[src/design/eet_pkg.sv]
// eet_pkg: shared types and constants of the expiring entry table
// request codes, result codes and controller states; no dependencies
package eet_pkg;

    localparam int CAPACITY_DEF = 32;
    localparam int KEY_W        = 64;
    localparam int TIME_W       = 64;
    localparam int REQ_W        = 2;
    localparam int STATUS_W     = 3;

    typedef enum logic [REQ_W-1:0] {
        REQ_ADD    = 2'd0,
        REQ_REMOVE = 2'd1,
        REQ_CLEAR  = 2'd2,
        REQ_EXPIRE = 2'd3
    } req_t;

    typedef enum logic [STATUS_W-1:0] {
        ST_ADDED    = 3'd0,
        ST_DUP      = 3'd1,
        ST_FULL     = 3'd2,
        ST_REMOVED  = 3'd3,
        ST_NOTFOUND = 3'd4,
        ST_CLEARED  = 3'd5,
        ST_EXPIRED  = 3'd6,
        ST_DONE     = 3'd7
    } status_t;

    typedef enum logic [1:0] {
        S_IDLE,
        S_SCAN,
        S_DRAIN,
        S_RESOLVE
    } state_t;

endpackage

[src/design/eet_req_if.sv]
// eet_req_if: request channel of the expiring entry table
// valid/ready handshake with the request payload; no dependencies
interface eet_req_if;
    logic        valid;
    logic        ready;
    logic [1:0]  req_type;
    logic [63:0] entry_key;
    logic [63:0] expiry_time;
    logic [63:0] current_time;

    modport source (output valid, output req_type, output entry_key,
                    output expiry_time, output current_time, input ready);
    modport sink   (input valid, input req_type, input entry_key,
                    input expiry_time, input current_time, output ready);
endinterface

[src/design/eet_rsp_if.sv]
// eet_rsp_if: result channel of the expiring entry table
// valid/ready handshake with the result payload; no dependencies
interface eet_rsp_if;
    logic        valid;
    logic        ready;
    logic [2:0]  status;
    logic [63:0] expired_key;
    logic [63:0] expired_time;
    logic        last_result;

    modport source (output valid, output status, output expired_key,
                    output expired_time, output last_result, input ready);
    modport sink   (input valid, input status, input expired_key,
                    input expired_time, input last_result, output ready);
endinterface

[src/design/eet_mem.sv]
// eet_mem: slot storage, one write port and one read port, registered read
// holds key and expiry of each slot; no dependencies
module eet_mem #(
    parameter int DEPTH = 32,
    parameter int AW    = 5,
    parameter int DW    = 128
) (
    input  logic          clk,
    input  logic          wr_en,
    input  logic [AW-1:0] wr_addr,
    input  logic [DW-1:0] wr_data,
    input  logic          rd_en,
    input  logic [AW-1:0] rd_addr,
    output logic [DW-1:0] rd_data
);

    logic [DW-1:0] mem [DEPTH];
    logic [DW-1:0] rd_data_reg;

    always_ff @(posedge clk)
    begin
        if (wr_en)
        begin
            mem[wr_addr] <= wr_data;
        end
    end

    always_ff @(posedge clk)
    begin
        if (rd_en)
        begin
            rd_data_reg <= mem[rd_addr];
        end
    end

    assign rd_data = rd_data_reg;

endmodule

[src/design/eet_ctrl.sv]
// eet_ctrl: sequencer that walks the slot memory, valid bits and result register
// depends on eet_pkg and the request/result interfaces
module eet_ctrl
    import eet_pkg::*;
#(
    parameter int CAPACITY = CAPACITY_DEF,
    parameter int IDX_W    = $clog2(CAPACITY)
) (
    input  logic                      clk,
    input  logic                      rst_n,
    eet_req_if.sink                   req,
    eet_rsp_if.source                 rsp,
    output logic                      mem_wr_en,
    output logic [IDX_W-1:0]          mem_wr_addr,
    output logic [KEY_W+TIME_W-1:0]   mem_wr_data,
    output logic                      mem_rd_en,
    output logic [IDX_W-1:0]          mem_rd_addr,
    input  logic [KEY_W+TIME_W-1:0]   mem_rd_data
);

    localparam logic [IDX_W-1:0] LAST_IDX = IDX_W'(CAPACITY - 1);

    state_t state_reg, state_next;

    logic [CAPACITY-1:0] valid_reg;
    logic [IDX_W-1:0]    cnt_reg;
    logic                rd_pend_reg;
    logic [IDX_W-1:0]    rd_idx_reg;

    req_t                op_reg;
    logic [KEY_W-1:0]    key_reg;
    logic [TIME_W-1:0]   exp_reg;
    logic [TIME_W-1:0]   now_reg;

    logic                hit_reg;
    logic [IDX_W-1:0]    hit_idx_reg;
    logic                free_found_reg;
    logic [IDX_W-1:0]    free_idx_reg;
    logic [KEY_W-1:0]    best_key_reg;
    logic [TIME_W-1:0]   best_exp_reg;

    logic                rsp_valid_reg;
    status_t             status_reg;
    logic [KEY_W-1:0]    out_key_reg;
    logic [TIME_W-1:0]   out_time_reg;
    logic                last_reg;

    logic                accept;
    logic                out_free;
    req_t                in_type;
    logic [KEY_W-1:0]    rd_key;
    logic [TIME_W-1:0]   rd_exp;
    logic                rd_valid;
    logic                key_match;
    logic                expired;
    logic                better;

    // controller strobes
    logic                start_scan;
    logic                load_out;
    status_t             out_status;
    logic                out_last;
    logic                out_entry;
    logic                set_valid;
    logic                clr_valid;
    logic                clr_all;

    assign in_type  = req_t'(req.req_type);
    assign accept   = req.valid && req.ready;
    assign out_free = !rsp_valid_reg || rsp.ready;

    assign rd_key   = mem_rd_data[KEY_W+TIME_W-1:TIME_W];
    assign rd_exp   = mem_rd_data[TIME_W-1:0];
    assign rd_valid = valid_reg[rd_idx_reg];

    assign key_match = rd_pend_reg && rd_valid && (rd_key == key_reg);
    assign expired   = rd_pend_reg && rd_valid && (rd_exp < now_reg);
    // earliest expiry first, ties go to the smaller key
    assign better    = !hit_reg || (rd_exp < best_exp_reg) ||
                       ((rd_exp == best_exp_reg) && (rd_key < best_key_reg));

    // next state
    always_comb
    begin
        state_next = state_reg;
        case (state_reg)
            S_IDLE:
            begin
                if (accept)
                begin
                    case (in_type)
                        REQ_ADD, REQ_REMOVE: state_next = S_SCAN;
                        REQ_CLEAR:           state_next = S_RESOLVE;
                        REQ_EXPIRE:
                        begin
                            if (req.current_time != '0)
                            begin
                                state_next = S_SCAN;
                            end
                        end
                        default:             state_next = S_IDLE;
                    endcase
                end
            end
            S_SCAN:
            begin
                if (cnt_reg == LAST_IDX)
                begin
                    state_next = S_DRAIN;
                end
            end
            S_DRAIN:
            begin
                state_next = S_RESOLVE;
            end
            S_RESOLVE:
            begin
                if (out_free)
                begin
                    if (op_reg == REQ_EXPIRE && hit_reg)
                    begin
                        state_next = S_SCAN;
                    end
                    else
                    begin
                        state_next = S_IDLE;
                    end
                end
            end
            default: state_next = S_IDLE;
        endcase
    end

    // outputs of the sequencer
    always_comb
    begin
        start_scan = (state_next == S_SCAN) && (state_reg != S_SCAN);
        mem_rd_en  = (state_reg == S_SCAN);
        load_out   = 1'b0;
        out_status = ST_DONE;
        out_last   = 1'b1;
        out_entry  = 1'b0;
        set_valid  = 1'b0;
        clr_valid  = 1'b0;
        clr_all    = 1'b0;
        mem_wr_en  = 1'b0;
        if (state_reg == S_RESOLVE && out_free)
        begin
            load_out = 1'b1;
            case (op_reg)
                REQ_ADD:
                begin
                    if (hit_reg)
                    begin
                        out_status = ST_DUP;
                    end
                    else if (free_found_reg)
                    begin
                        out_status = ST_ADDED;
                        set_valid  = 1'b1;
                        mem_wr_en  = 1'b1;
                    end
                    else
                    begin
                        out_status = ST_FULL;
                    end
                end
                REQ_REMOVE:
                begin
                    if (hit_reg)
                    begin
                        out_status = ST_REMOVED;
                        clr_valid  = 1'b1;
                    end
                    else
                    begin
                        out_status = ST_NOTFOUND;
                    end
                end
                REQ_CLEAR:
                begin
                    out_status = ST_CLEARED;
                    clr_all    = 1'b1;
                end
                REQ_EXPIRE:
                begin
                    if (hit_reg)
                    begin
                        out_status = ST_EXPIRED;
                        out_last   = 1'b0;
                        out_entry  = 1'b1;
                        clr_valid  = 1'b1;
                    end
                    else
                    begin
                        out_status = ST_DONE;
                    end
                end
                default: out_status = ST_DONE;
            endcase
        end
    end

    assign mem_rd_addr = cnt_reg;
    assign mem_wr_addr = free_idx_reg;
    assign mem_wr_data = {key_reg, exp_reg};

    always_ff @(posedge clk or negedge rst_n)
    begin
        if (!rst_n)
        begin
            state_reg      <= S_IDLE;
            valid_reg      <= '0;
            cnt_reg        <= '0;
            rd_pend_reg    <= 1'b0;
            hit_reg        <= 1'b0;
            free_found_reg <= 1'b0;
            rsp_valid_reg  <= 1'b0;
        end
        else
        begin
            state_reg   <= state_next;
            rd_pend_reg <= mem_rd_en;

            if (start_scan)
            begin
                cnt_reg <= '0;
            end
            else if (mem_rd_en)
            begin
                cnt_reg <= cnt_reg + 1'b1;
            end

            if (start_scan)
            begin
                hit_reg        <= 1'b0;
                free_found_reg <= 1'b0;
            end
            else if (rd_pend_reg)
            begin
                if (op_reg == REQ_EXPIRE)
                begin
                    if (expired && better)
                    begin
                        hit_reg <= 1'b1;
                    end
                end
                else
                begin
                    if (key_match)
                    begin
                        hit_reg <= 1'b1;
                    end
                    if (!rd_valid && !free_found_reg)
                    begin
                        free_found_reg <= 1'b1;
                    end
                end
            end

            if (clr_all)
            begin
                valid_reg <= '0;
            end
            else if (set_valid)
            begin
                valid_reg[free_idx_reg] <= 1'b1;
            end
            else if (clr_valid)
            begin
                valid_reg[hit_idx_reg] <= 1'b0;
            end

            if (load_out)
            begin
                rsp_valid_reg <= 1'b1;
            end
            else if (rsp.ready)
            begin
                rsp_valid_reg <= 1'b0;
            end
        end
    end

    // payload registers
    always_ff @(posedge clk)
    begin
        rd_idx_reg <= cnt_reg;
        if (accept)
        begin
            op_reg  <= in_type;
            key_reg <= req.entry_key;
            exp_reg <= req.expiry_time;
            now_reg <= req.current_time;
        end
        if (rd_pend_reg)
        begin
            if (op_reg == REQ_EXPIRE)
            begin
                if (expired && better)
                begin
                    hit_idx_reg  <= rd_idx_reg;
                    best_key_reg <= rd_key;
                    best_exp_reg <= rd_exp;
                end
            end
            else
            begin
                if (key_match)
                begin
                    hit_idx_reg <= rd_idx_reg;
                end
                if (!rd_valid && !free_found_reg)
                begin
                    free_idx_reg <= rd_idx_reg;
                end
            end
        end
        if (load_out)
        begin
            status_reg   <= out_status;
            last_reg     <= out_last;
            out_key_reg  <= out_entry ? best_key_reg : '0;
            out_time_reg <= out_entry ? best_exp_reg : '0;
        end
    end

    assign req.ready        = (state_reg == S_IDLE);
    assign rsp.valid        = rsp_valid_reg;
    assign rsp.status       = status_reg;
    assign rsp.expired_key  = out_key_reg;
    assign rsp.expired_time = out_time_reg;
    assign rsp.last_result  = last_reg;

endmodule

[src/design/expiring_entry_table_core.sv]
// add and remove walk all CAPACITY slots before their result beat; clear walks no slot
// expire walks all slots for each expired-entry beat; done ends a last walk that finds none
// one request at a time: a new request is taken only in idle, after the previous one resolved
// reset clears the valid bits and the handshake state; slot memory is not cleared
// a request is taken while the previous result still waits in the output register
module expiring_entry_table_core
    import eet_pkg::*;
#(
    parameter int CAPACITY = CAPACITY_DEF
) (
    input  logic       clk,
    input  logic       rst_n,
    eet_req_if.sink    req,
    eet_rsp_if.source  rsp
);

    localparam int IDX_W = $clog2(CAPACITY);
    localparam int DW    = KEY_W + TIME_W;

    logic             mem_wr_en;
    logic [IDX_W-1:0] mem_wr_addr;
    logic [DW-1:0]    mem_wr_data;
    logic             mem_rd_en;
    logic [IDX_W-1:0] mem_rd_addr;
    logic [DW-1:0]    mem_rd_data;

    eet_ctrl #(
        .CAPACITY (CAPACITY),
        .IDX_W    (IDX_W)
    ) u_ctrl (
        .clk         (clk),
        .rst_n       (rst_n),
        .req         (req),
        .rsp         (rsp),
        .mem_wr_en   (mem_wr_en),
        .mem_wr_addr (mem_wr_addr),
        .mem_wr_data (mem_wr_data),
        .mem_rd_en   (mem_rd_en),
        .mem_rd_addr (mem_rd_addr),
        .mem_rd_data (mem_rd_data)
    );

    eet_mem #(
        .DEPTH (CAPACITY),
        .AW    (IDX_W),
        .DW    (DW)
    ) u_mem (
        .clk     (clk),
        .wr_en   (mem_wr_en),
        .wr_addr (mem_wr_addr),
        .wr_data (mem_wr_data),
        .rd_en   (mem_rd_en),
        .rd_addr (mem_rd_addr),
        .rd_data (mem_rd_data)
    );

    // a slot is only written while no walk is reading the memory
    a_no_wr_during_walk: assert property (@(posedge clk) disable iff (!rst_n)
        mem_wr_en |-> !mem_rd_en)
        else $error("slot write overlaps a memory walk");

    // every slot write comes with an added result beat
    a_wr_means_added: assert property (@(posedge clk) disable iff (!rst_n)
        mem_wr_en |=> (rsp.valid && rsp.status == ST_ADDED && rsp.last_result))
        else $error("slot written without an added result");

    // only expired-entry beats leave a request unfinished
    a_last_vs_expired: assert property (@(posedge clk) disable iff (!rst_n)
        rsp.valid |-> ((rsp.status == ST_EXPIRED) == !rsp.last_result))
        else $error("last_result does not match status");

    // entry fields are zero unless an entry is reported
    a_zero_fields: assert property (@(posedge clk) disable iff (!rst_n)
        (rsp.valid && rsp.status != ST_EXPIRED)
            |-> (rsp.expired_key == '0 && rsp.expired_time == '0))
        else $error("entry fields set on a non-expiry beat");

endmodule

[src/flat_wrapper.sv]
// flat-port wrapper written by rule: the top's interface ports become plain ports
module expiring_entry_table_core_flat import eet_pkg::*;
#(
    parameter int CAPACITY = CAPACITY_DEF
)
  (clk, rst_n, req_valid, req_req_type, req_entry_key, req_expiry_time, req_current_time, req_ready, rsp_valid, rsp_status, rsp_expired_key, rsp_expired_time, rsp_last_result, rsp_ready);
  eet_req_if req_i ();
  eet_rsp_if rsp_i ();
  input  logic clk;
  input  logic rst_n;
  input wire logic [$bits(req_i.valid)-1:0] req_valid;
  input wire logic [$bits(req_i.req_type)-1:0] req_req_type;
  input wire logic [$bits(req_i.entry_key)-1:0] req_entry_key;
  input wire logic [$bits(req_i.expiry_time)-1:0] req_expiry_time;
  input wire logic [$bits(req_i.current_time)-1:0] req_current_time;
  output wire logic [$bits(req_i.ready)-1:0] req_ready;
  output wire logic [$bits(rsp_i.valid)-1:0] rsp_valid;
  output wire logic [$bits(rsp_i.status)-1:0] rsp_status;
  output wire logic [$bits(rsp_i.expired_key)-1:0] rsp_expired_key;
  output wire logic [$bits(rsp_i.expired_time)-1:0] rsp_expired_time;
  output wire logic [$bits(rsp_i.last_result)-1:0] rsp_last_result;
  input wire logic [$bits(rsp_i.ready)-1:0] rsp_ready;
  assign req_i.valid = req_valid;
  assign req_i.req_type = req_req_type;
  assign req_i.entry_key = req_entry_key;
  assign req_i.expiry_time = req_expiry_time;
  assign req_i.current_time = req_current_time;
  assign req_ready = req_i.ready;
  assign rsp_valid = rsp_i.valid;
  assign rsp_status = rsp_i.status;
  assign rsp_expired_key = rsp_i.expired_key;
  assign rsp_expired_time = rsp_i.expired_time;
  assign rsp_last_result = rsp_i.last_result;
  assign rsp_i.ready = rsp_ready;
  expiring_entry_table_core #(.CAPACITY(CAPACITY)) u_core (.clk(clk), .rst_n(rst_n), .req(req_i), .rsp(rsp_i));
endmodule
[config.mk]
export PLATFORM = sky130hd
export DESIGN_NAME = expiring_entry_table_core_flat
export DESIGN_NICKNAME = d
export VERILOG_FILES = /design/src/design/eet_pkg.sv /design/src/design/eet_req_if.sv /design/src/design/eet_rsp_if.sv /design/src/design/eet_mem.sv /design/src/design/eet_ctrl.sv /design/src/design/expiring_entry_table_core.sv /design/src/flat_wrapper.sv
export SDC_FILE = /design/constraint.sdc
export NUM_CORES = 2
export LEC_CHECK = 0
export BUFFER_PORTS_ARGS = -buffer_cell sky130_fd_sc_hd__buf_2
export CORE_MARGIN = 4
export CORE_UTILIZATION = 55
export CTS_CLUSTER_SIZE = 28
export DETAILED_ROUTE_END_ITERATION = 7
export PLACE_DENSITY = 0.77
export SLEW_MARGIN = 20
export SYNTH_ARGS = -nofsm -noshare
export SYNTH_HDL_FRONTEND = slang
export SYNTH_SLANG_ARGS = --single-unit
export TNS_END_PERCENT = 1
[constraint.sdc]
create_clock -name clk -period 13.42 [get_ports clk]
set_clock_uncertainty 0.2 [all_clocks]
set_input_delay 0.671 -clock clk [delete_from_list [all_inputs] [get_ports clk]]
set_output_delay 0.671 -clock clk [all_outputs]
set_load 0.03 [all_outputs]
* Word-level counts from Yosys, hierarchy flattened
Memories as Yosys holds them, arrays and structs flattened. A register that Yosys moved wholly into a read port is not among the register bits.
Index checks and enable logic that the tools add are counted.
** Storage, ports and cells
- Register bits after elaboration :: 512
- Memory bits (writable) :: 4096
- Input bits :: 198
- Memories kept :: 1
** Operators by class
- Add/subtract/negate cells :: 1
- $lt $le $gt $ge :: 8
- Equal/unequal tests :: 17
- Muxes and demuxes :: 52
- Bitwise operators :: 4
- Reduce and logical (&&, ||, !) cells :: 38
** Memories
- u_core.u_mem.mem :: words 32, bits a word 128, read ports 1, clocked after Yosys merged registers in 1, wr ports 1, line eet_mem.sv:17 : logic [DW-1:0] mem [DEPTH];
** Operator list (number)
- $lt A64 B64 Y1 :: 3
- $eq A64 B64 Y1 :: 2
- $mux W32 :: 3
- $reduce_bool A64 Y1 :: 1
- $and A32 B32 Y32 :: 1
- $not A32 Y32 :: 1
- $or A32 B32 Y32 :: 1
- $mux W1 :: 31
- $mux W5 :: 5
- $lt A5 B6 Y1 const B :: 3
- $reduce_and A3 Y1 :: 5
- $eq A2 B2 Y1 const B :: 6
- $logic_and A1 B1 Y1 :: 12
- $mux W2 :: 6
- $pmux W3 S4 :: 1
- $demux W1 S5 :: 2
- $ge A5 B1 Y1 const B :: 2
- $reduce_bool A2 Y1 :: 5
- $eq A2 B1 Y1 const B :: 4
- $pmux W2 S4 :: 1
- $logic_not A2 Y1 :: 3
- $pmux W2 S3 :: 1
- $reduce_bool A3 Y1 :: 2
- $add A5 B1 Y5 const B :: 1
- 11 further kinds :: 18

* Logic depth before layout (Yosys ltp)
- Depth in word-level cells :: 9
- Mapped depth :: 10
- Depth with buffers taken out :: 9

* Cells and area by module
A second synthesis with hierarchy kept.
** Unflattened totals
- Cells, all modules :: 8049
- Area, all modules :: 179045.5 µm²
** Modules (own cells, without submodules)
- eet_mem :: instances 1, cells each 6440, area each 156485.1 µm², seq. area each 126841.7 µm²
- eet_ctrl :: instances 1, cells each 1609, area each 22560.4 µm², seq. area each 15109.5 µm²

* Worst setup path before layout
Ideal clock, no wire load.
- Path kind :: register -> register
- From :: register u_core.u_mem.rd_data_reg[46] (netlist: u_core.u_mem.rd_data[46]), read port of u_core.u_mem.mem
- To :: register u_core.u_ctrl.best_exp_reg[0], enable pin
- Arrival :: 8.151 ns
- Slack :: 4.412 ns
- Stages on the path, launching flop included :: 9
- Buffers on the path :: 0
- Cells stage by stage :: edfxtp_1 -> ha_1 -> nand4_1 -> nor4_1 -> nand4_1 -> a2111o_1 -> a22oi_1 -> o21ai_0 -> a21oi_1
** Between the ends
- Longest elaborated chain between the ends :: 5
- Elaborated cells on any way between the ends :: 9
** Ends and longest elaborated chain
- start, declared :: line eet_mem.sv:18 : logic [DW-1:0] rd_data_reg;
- $lt A64 B64 Y1 / $eq A64 B64 Y1 (equally long branches) :: line eet_ctrl.sv:79, eet_ctrl.sv:80
- $logic_or A1 B1 Y1 / $logic_and A1 B1 Y1 (equally long branches) :: line eet_ctrl.sv:79, eet_ctrl.sv:80
- $logic_or A1 B1 Y1 :: line eet_ctrl.sv:79 : assign better = !hit_reg || (rd_exp < best_exp_reg) ||
- $logic_and A1 B1 Y1 (*) :: line eet_ctrl.sv:300 : if (expired && better)
- $reduce_and A3 Y1 (no source line) (*)
- end signal, assigned :: line eet_ctrl.sv:304 : best_exp_reg <= rd_exp;
- end, declared :: line eet_ctrl.sv:40 : logic [TIME_W-1:0] best_exp_reg;
Every way passes the cells marked *; elsewhere a longest branch is shown, timed or not.
A chain may end at the register's enable or synchronous reset.

* Worst setup path in the final report
- From :: register u_core.u_mem.rd_data_reg[31] (netlist: u_core.u_mem.rd_data[31]), read port of u_core.u_mem.mem
- To :: register u_core.u_ctrl.best_exp_reg[18], enable pin
Same word-level chain as after synthesis.

==> run summary <==
Outcome -> finished, final reports clean
Post-synth top flop -> edfxtp_1
Initial DRC Count -> 15.0k
Routed length per placed instance -> 37.2 um
RSZ-0062 raised after global routing -> false
Synth top cells by count -> 4688 x edfxtp_1, 1287 x mux4_2, 209 x nor2_1, 207 x inv_1, 192 x ha_1
H-tree depth -> 5
Die footprint -> 338000 sq um
Placeable Area -> 328000 sq um
Starting density of the core -> 55.3%
Final HPWL DP -> 249000 um
Gpl congestion -> 0.854
Die X -> 582 um
Post-CTS Resized -> 0
Fin Setup TNS -> 0 ns
Synth warn -> 0
Via count -> 90.1k
Tightest Pin Transition -> 1.28 ns
Max_slew headroom -> 14.9%
Pre-antenna DRT Iters -> 8
Gr usage total -> 29.0%
Met1 usage -> 39.2%
Most common cell on crit path -> buf_4
PortBufs -> 331
Num rows -> 210
Sink Count -> 4736
Final worst path period share -> 45.8%
Layout area overhead -> 13.9%
Final Hold Violating Endpoints -> 0
Distinct cells, synth -> 65
Synth Register Bits -> 4736
Gr ovfl total -> 0
GRT met2 Usage -> 46.4%
Post-synth ARST share -> 0.908%
CTS Hold Buffers Added -> 196
Cell area after synthesis -> 181000 sq um
Mapped Avg Cell Area -> 23.8 sq um
CP cell instances -> ha_1 > and4_1 > nor4bb_1 > nand4_1 > a2111o_1 > a22oi_1 > o21ai_1 > a21oi_4 > buf_4 > buf_4
Number of global-route vias before repair -> 91.5k
Final min period -> 6.15 ns
WP data required -> 13.80 ns
Post-Syn Instances -> 7599
Bufs and invs on worst path -> 2
Critical path depth -> 10
Slew Viols, Final -> 0
Area leader, netlist -> edfxtp_1
Crit path DAT -> 6.53 ns
Clock tree root driver cell -> clkbuf_16
Reg2reg path depth -> 10
Slowest stage delay, CP -> 0.80 ns
Leak pwr -> 65.7 nW
Fmax -> 163 MHz
Setup bufs post-CTS -> 0
Total Nets Final -> 8864
Grt peak-use layer -> met2
Post-synth EDFFs -> 4688
Top-count cell post-synth -> edfxtp_1
Synth top area cells -> edfxtp_1 78%, mux4_2 16%, ha_1 1.3%, mux2_2 0.80%, dfrtp_1 0.59%
Largest net degree at the start of global routing -> 155
GR met3 Demand/Resource -> 6.41%
IO Count -> 332
Largest delay share family, worst path -> compound AO/OA/AOI/OAI gates
Peak supply drop -> 215 uV
Worst Hold Class -> primary input to asynchronous set/reset pin
CTS tree -> yes
DR vias/cell -> 6.81
PwrDens -> 196 nW/um^2
Post-route ant nets -> 0
Final setup viols -> 0
Sequential-to-total area share from yosys stat -> 78.4%
Top-area cell type share of the netlist area -> 77.7%
Final WL -> 492000 um
Startpoint Class -> flip-flop
Share of cells above drive strength 1 -> 30.5%
Final Util -> 63.0%
Hold slack -> 0.137 ns
Clock Path Buffers -> 4
Initial antenna violation count -> 36
Clock Pin Slew Worst Setup and Hold Paths -> 0.06 ns
CP Capture Type -> flip-flop
Tot Pwr -> 40.4 mW
Die Ht -> 582 um
Critical path's slowest cell -> a21oi_4
Syn nets -> 7989
CTS Buf Count -> 448
Worst-Skew Late Latency -> 0.98 ns
DRC Markers -> 0
First-pass GRT wire length -> 695000 um
Max reg flops -> 4096
Max Cap Violations -> 0
Critical path type -> flip-flop to flip-flop
Worst-path fanout max -> 48
final timing paths:
kind,start,end,slack [ns]
max,u_core.u_mem.rd_data[31],u_core.u_ctrl.best_exp_reg[18],7.27
min,rst_n,u_core.u_ctrl.rsp.valid,0.14
min in group clk,req_entry_key[38],u_core.u_ctrl.key_reg[38],0.18
max in group asynchronous,rst_n,u_core.u_ctrl.mem_rd_addr[2],12.38
min reg2reg,u_core.u_mem.rd_data[61],u_core.u_ctrl.best_exp_reg[61],0.28
max reg2reg,u_core.u_mem.rd_data[31],u_core.u_ctrl.best_exp_reg[18],7.27
layer usage:
layer,vias up,wire (um)
met5,-,144
met4,22,22800
met3,1150,59500
met2,7455,240000
met1,47361,170000
li1,34094,-
cell usage in the layout (no fill, tap or decap), types with 17 or more instances in the layout:
cell type	count
buf_4	154
dlygate4sd3_1	196
clkbuf_16	450
clkbuf_1	76
edfxtp_1	4688
nor2_4	32
a21o_1	17
diode_2	24
ha_1	192
dfrtp_1	38
clkinv_2	98
xnor2_1	55
bufinv_16	52
inv_1	205
buf_8	29
nand3_1	33
nor2_1	177
mux4_2	1287
buf_12	26
nand2_1	61
clkinvlp_4	18
a21oi_1	81
nor4_1	20
mux2_2	128
buf_2	332
clkinv_1	95
nand4_1	50
o21ai_0	26
stage by stage:
| step | instances | cell area, sq um | worst slack, ns |
|---|---|---|---|
| after global routing | 13223 | 206000 | 7.07 |
| after floorplan | 7599 | 181000 | 4.41 |
| after global placement | 12133 | 189000 | 7.23 |
| after detailed placement | 12137 | 189000 | 7.32 |
| after CTS | 13172 | 206000 | 7.25 |
| final | 13233 | 206000 | 7.27 |
where the power goes:
| part | leakage [nW] | internal [mW] | switching, mW |
|---|---|---|---|
| registers | 42.9 | 17.3 | 0.774 |
| clock network | 7.23 | 7.20 | 5.66 |
| logic | 15.5 | 4.38 | 5.01 |
logic make-up (layout without fill, tap and decap cells):
family,Yosys count,after routing,synth area share (%)
adder cells (fa/ha/maj),192,192,1.33
other,0,24,0
flip-flops,4736,4736,78.4
multiplexers,1422,1422,16.8
AND/OR/NAND/NOR,440,440,1.14
XOR/XNOR,62,62,0.300
AO/OA/AOI/OAI,214,214,0.759
buffers and inverters,533,1797,1.24
layout make-up:
cell class	instances	area (sq um)
sequential	4736	142000
fill	20280	121000
multi-input combinational	2330	37200
clock buffer	526	11500
timing repair buffer	750	6000
tap	4346	5440
clock inverter	313	3260
inverter	208	803
antenna	24	60.1
tightest hold or removal path, cell delays in order:
cell	delay, ns
dlygate4sd3_1	0.52
buf_2	0.09
buf_4	0.47
(Power assumes the default switching activity.)
